--- src/sv/gmbd_ram.sv ---
`timescale 1ns / 1ps
// generic single-write, single-read ram with registered read data
// no dependencies
module gmbd_ram #(
	parameter int WIDTH = 64,
	parameter int DEPTH = 63
) (
	input  logic                     clk,
	input  logic                     we,
	input  logic [$clog2(DEPTH)-1:0] waddr,
	input  logic [WIDTH-1:0]         wdata,
	input  logic [$clog2(DEPTH)-1:0] raddr,
	output logic [WIDTH-1:0]         rdata
);

	logic [WIDTH-1:0] mem [DEPTH];

	always_ff @(posedge clk) begin
		if (we) begin
			mem[waddr] <= wdata;
		end
		rdata <= mem[raddr];
	end

endmodule

--- config.mk ---
export PLATFORM = sky130hd
export DESIGN_NAME = gmbd_ram
export DESIGN_NICKNAME = d
export VERILOG_FILES = /design/src/sv/gmbd_ram.sv
export SDC_FILE = /design/constraint.sdc
export NUM_CORES = 2
export LEC_CHECK = 0
export ABC_CLOCK_PERIOD_IN_PS = 6500
export BUFFER_PORTS_ARGS = -buffer_cell sky130_fd_sc_hd__buf_2
export CORE_MARGIN = 1.5
export CORE_UTILIZATION = 50
export DETAILED_ROUTE_END_ITERATION = 7
export PLACE_DENSITY = 0.66
export SYNTH_ARGS = -nofsm -noshare
export SYNTH_HDL_FRONTEND = slang
export SYNTH_SLANG_ARGS = --single-unit
--- constraint.sdc ---
create_clock -name clk -period 6.5 [get_ports clk]
set_clock_uncertainty 0.1 [all_clocks]
set_input_delay 0.325 -clock clk [delete_from_list [all_inputs] [get_ports clk]]
set_output_delay 0.325 -clock clk [all_outputs]
set_load 0.05 [all_outputs]
Word level (Yosys, flattened, before mapping):

Memories as Yosys holds them, arrays and structs flattened. A register that Yosys moved wholly into a read port is not among the register bits.
Index checks and enable logic that the tools add are counted.

* multiplexer cells: 2

Operators with widths (number)
* 1-bit 2-to-1 mux: 2

* memories: 1
* memory bits (writable): 4032
* logic and storage cells: 3
* output and inout bits: 64
* bits of input ports: 78
* bits in registers: 0

Memories
* mem: depth 63, width 64, read ports 1, clocked after Yosys merged registers in 1, wr ports 1, RTL line 16 `logic [WIDTH-1:0] mem [DEPTH];`

Longest topological paths before layout:

* depth after elaboration: 2
* depth in mapped cells: 10
* gate-level depth less buffers: 5

Worst setup path before layout:

Ideal clock, no wire load.

* path kind: input -> register
* from: input port waddr[4]
* to: memory mem[32][0] (enable)
* data required time: 5.836 ns
* buffers on the path: 1
* library setup time: 0.564 ns
* cell stages on the path: 4
* slack: 0.681 ns
* arrival time: 5.155 ns
* cells stage by stage: clkbuf_1 -> nor2_1 -> nand4b_1 -> nor3_1

RTL lines
* start, declared: RTL line 10 `input logic [$clog2(DEPTH)-1:0] waddr,`
* end, declared: RTL line 16

No word-level cell before the write port.

==> metrics.cfg <==
[sta]
finalCritPeriodShare_pct = 58.1
slew_viol_final = 0
max_freq_ghz = 0.265
final.setup.tns_ns = 0
worst_pin_slew_ns = 1.43
setup_viol = 0
rsz0062_at_grt = no
hold_viol = 0
slew_headroom_pct = 4.57
post-route-min-period_ns = 3.78

[hold_path]
hold_class = in -> reg

[floorplan]
ios = 142
num_rows = 204
die_x_um = 559
initial_core_util_pct = 50.2
fp.dieH_um = 559
coreArea_um2 = 308000
die_area_um2 = 313000

[setup_path]
path_class = in -> reg
required_ns = 7.22
crit_path_frequent_cell = buf_4
worst-path-buf-inv = 4
cp-end-kind = flop
path_cells = dlygate4sd3_1, buf_6, buf_4, and2_4, buf_4, a211oi_1, o22a_1
cp_data_arrival_time_ns = 4.49
cpMaxStageDelayCell = and2_4
startpoint_type = input pin
critPathTopFamily = buffers and inverters
path_max_fanout = 44
slowest_delay_ns = 1.13

[global_route]
grt_max_degree = 119
antenna_found_initial = 52
grt_pass1_wl_um = 596000
grt_pass1_vias = 75804
track_usage_pct = 27.3
gr-total-overflow = 0

[cts]
cts_resized = 0
clk_pin_slew_worst_paths_ns = 0.07
cts_tree = yes
cts.sinks = 4096
clockBufferDepth = 4
cts_root_buf = clkbuf_16
clk_latency_ns = 0.94
cts_buffers = 399
cts_max_level = 5

[yosys]
yosys-mux-area-fraction_pct = 15.3
synth_ff_type = edfxtp_1
synth_top_family_by_area = multiplexers
synth.yosys.seq_area_share_pct = 79.1
syn-instance-count = 6681
synthSimpleGateAreaFrac_pct = 0.794
ys_seq_elements = 4096
netlist_area_um2 = 155000
ys.warnings.count = 0
synth-compound-area-share_pct = 3.28
avgSynthCellArea_um2 = 23.2
async_flop_share_pct = 0
synthAdderAreaFrac_pct = 0
synth_fp_nets = 6759
synth-edff-count = 4032
synth-xor-area-share_pct = 0
ys_types = 38

[power_and_ir_drop]
p_per_area_nw_per_um2 = 318
power_leakage_nw = 54.2
ir_worst_vdd_mv = 0.241

[routing]
vias = 76446
wl_met2_um = 206000
dr.first_iter.drc_count = 11519
firstDrtPassIters = 6
wl_met1_um = 163000
avgViaCountPerCell = 6.64
route.detailed.drc = 0
ant_nets = 0
dr_wl_met3_um = 42200
wl_um = 430000
dr.max_layer_used = met5
wire_per_inst_um = 37.3

[cells_and_area]
drive_gt1_share_pct = 26.9
mostFrequentLayoutCell = edfxtp_1
final_cell_mix = edfxtp_1 (4,032), mux4_2 (933), clkbuf_16 (405), mux2i_1 (232), o221ai_1 (197)
stdcell_area_um2 = 174000
num-nets-final = 7115
area_growth_pct = 12.4

[placement]
port_buffers = 141
place_area_um2 = 161000
gp_congestion = 0.798
hpwlAfterDp_um = 229000

[run_status]
status = completed

[run]
drv_cap = 0

[stage by stage]
stage	worst slack (ns)	util (%)	power (mW)	hold slack [ns]	instances
after floorplan	0.681	-	31.5	0.324	6681
after global placement	2.51	52.2	32.7	0.700	10746
after detailed placement	2.54	52.2	32.7	0.696	10746
after CTS	2.93	56.4	55.4	0.000602	11490
after global routing	2.86	56.4	56.5	0.0474	11514
final	2.72	56.4	55.3	0.0358	11518
[cells in the mapped netlist, types with 60 or more instances]
cell	n	area, um2
edfxtp_1	4032	121000
mux4_2	933	21000
mux2i_1	232	2320
o221ai_1	197	1730
clkbuf_1	143	537
a21oi_1	133	666
nor2_1	133	499
buf_2	111	556
o22ai_1	86	538
a211oi_1	84	631
buf_6	71	800
nand2_1	66	248
dfxtp_1	64	1280
o211ai_1	60	450
[path summary, 6_finish.rpt]
path,slack [ns],endpoint,startpoint,cells after the start
worst max-delay path,2.72,rdata[32],raddr[3],7
worst min-delay path,0.04,mem[18][46],wdata[46],1
worst max register to register,4.44,rdata[40],mem[6][40],4
worst min register to register,0.73,rdata[61],mem[62][61],5
[cell families after synthesis]
kind of cell,Yosys count
AO/OA/AOI/OAI,709
buffers and inverters,399
flip-flops,4096
multiplexers,1201
AND/OR/NAND/NOR,276
[metal layers]
metal  track usage [%]  vias up
met4              10.2        6
li1                  -    29506
met1              38.6    41418
met2              43.3     4657
met3              4.42      859
met5                 0        -
[where the power goes]
group	leakage, nW	internal [mW]	switching (mW)
clock	6.35	13.3	9.80
sequential	36.8	29.3	0.159
combinational	11.0	0.911	1.85
total	54.2	43.4	11.8
[sequential cells by signal, summed over array words and instances, names as in the netlist]
register	flops
mem	4032
rdata	64
[final cells by class]
type	instances	area (um2)
fill	22315	134000
sequential	4096	122000
timing repair buffer	354	2820
clock inverter	230	2300
multi-input combinational	2186	30600
clock buffer	504	10700
tap	4120	5150
antenna	28	70.1
[repair_timing]
| action | in CTS | in global routing |
|---|---|---|
| setup endpoints to repair | 0 | 0 |
| endpoints found under the hold margin | 186 | 0 |
| hold buffers | 10 | 0 |
| setup buffers | 0 | 0 |
(Power assumes the default switching activity.)
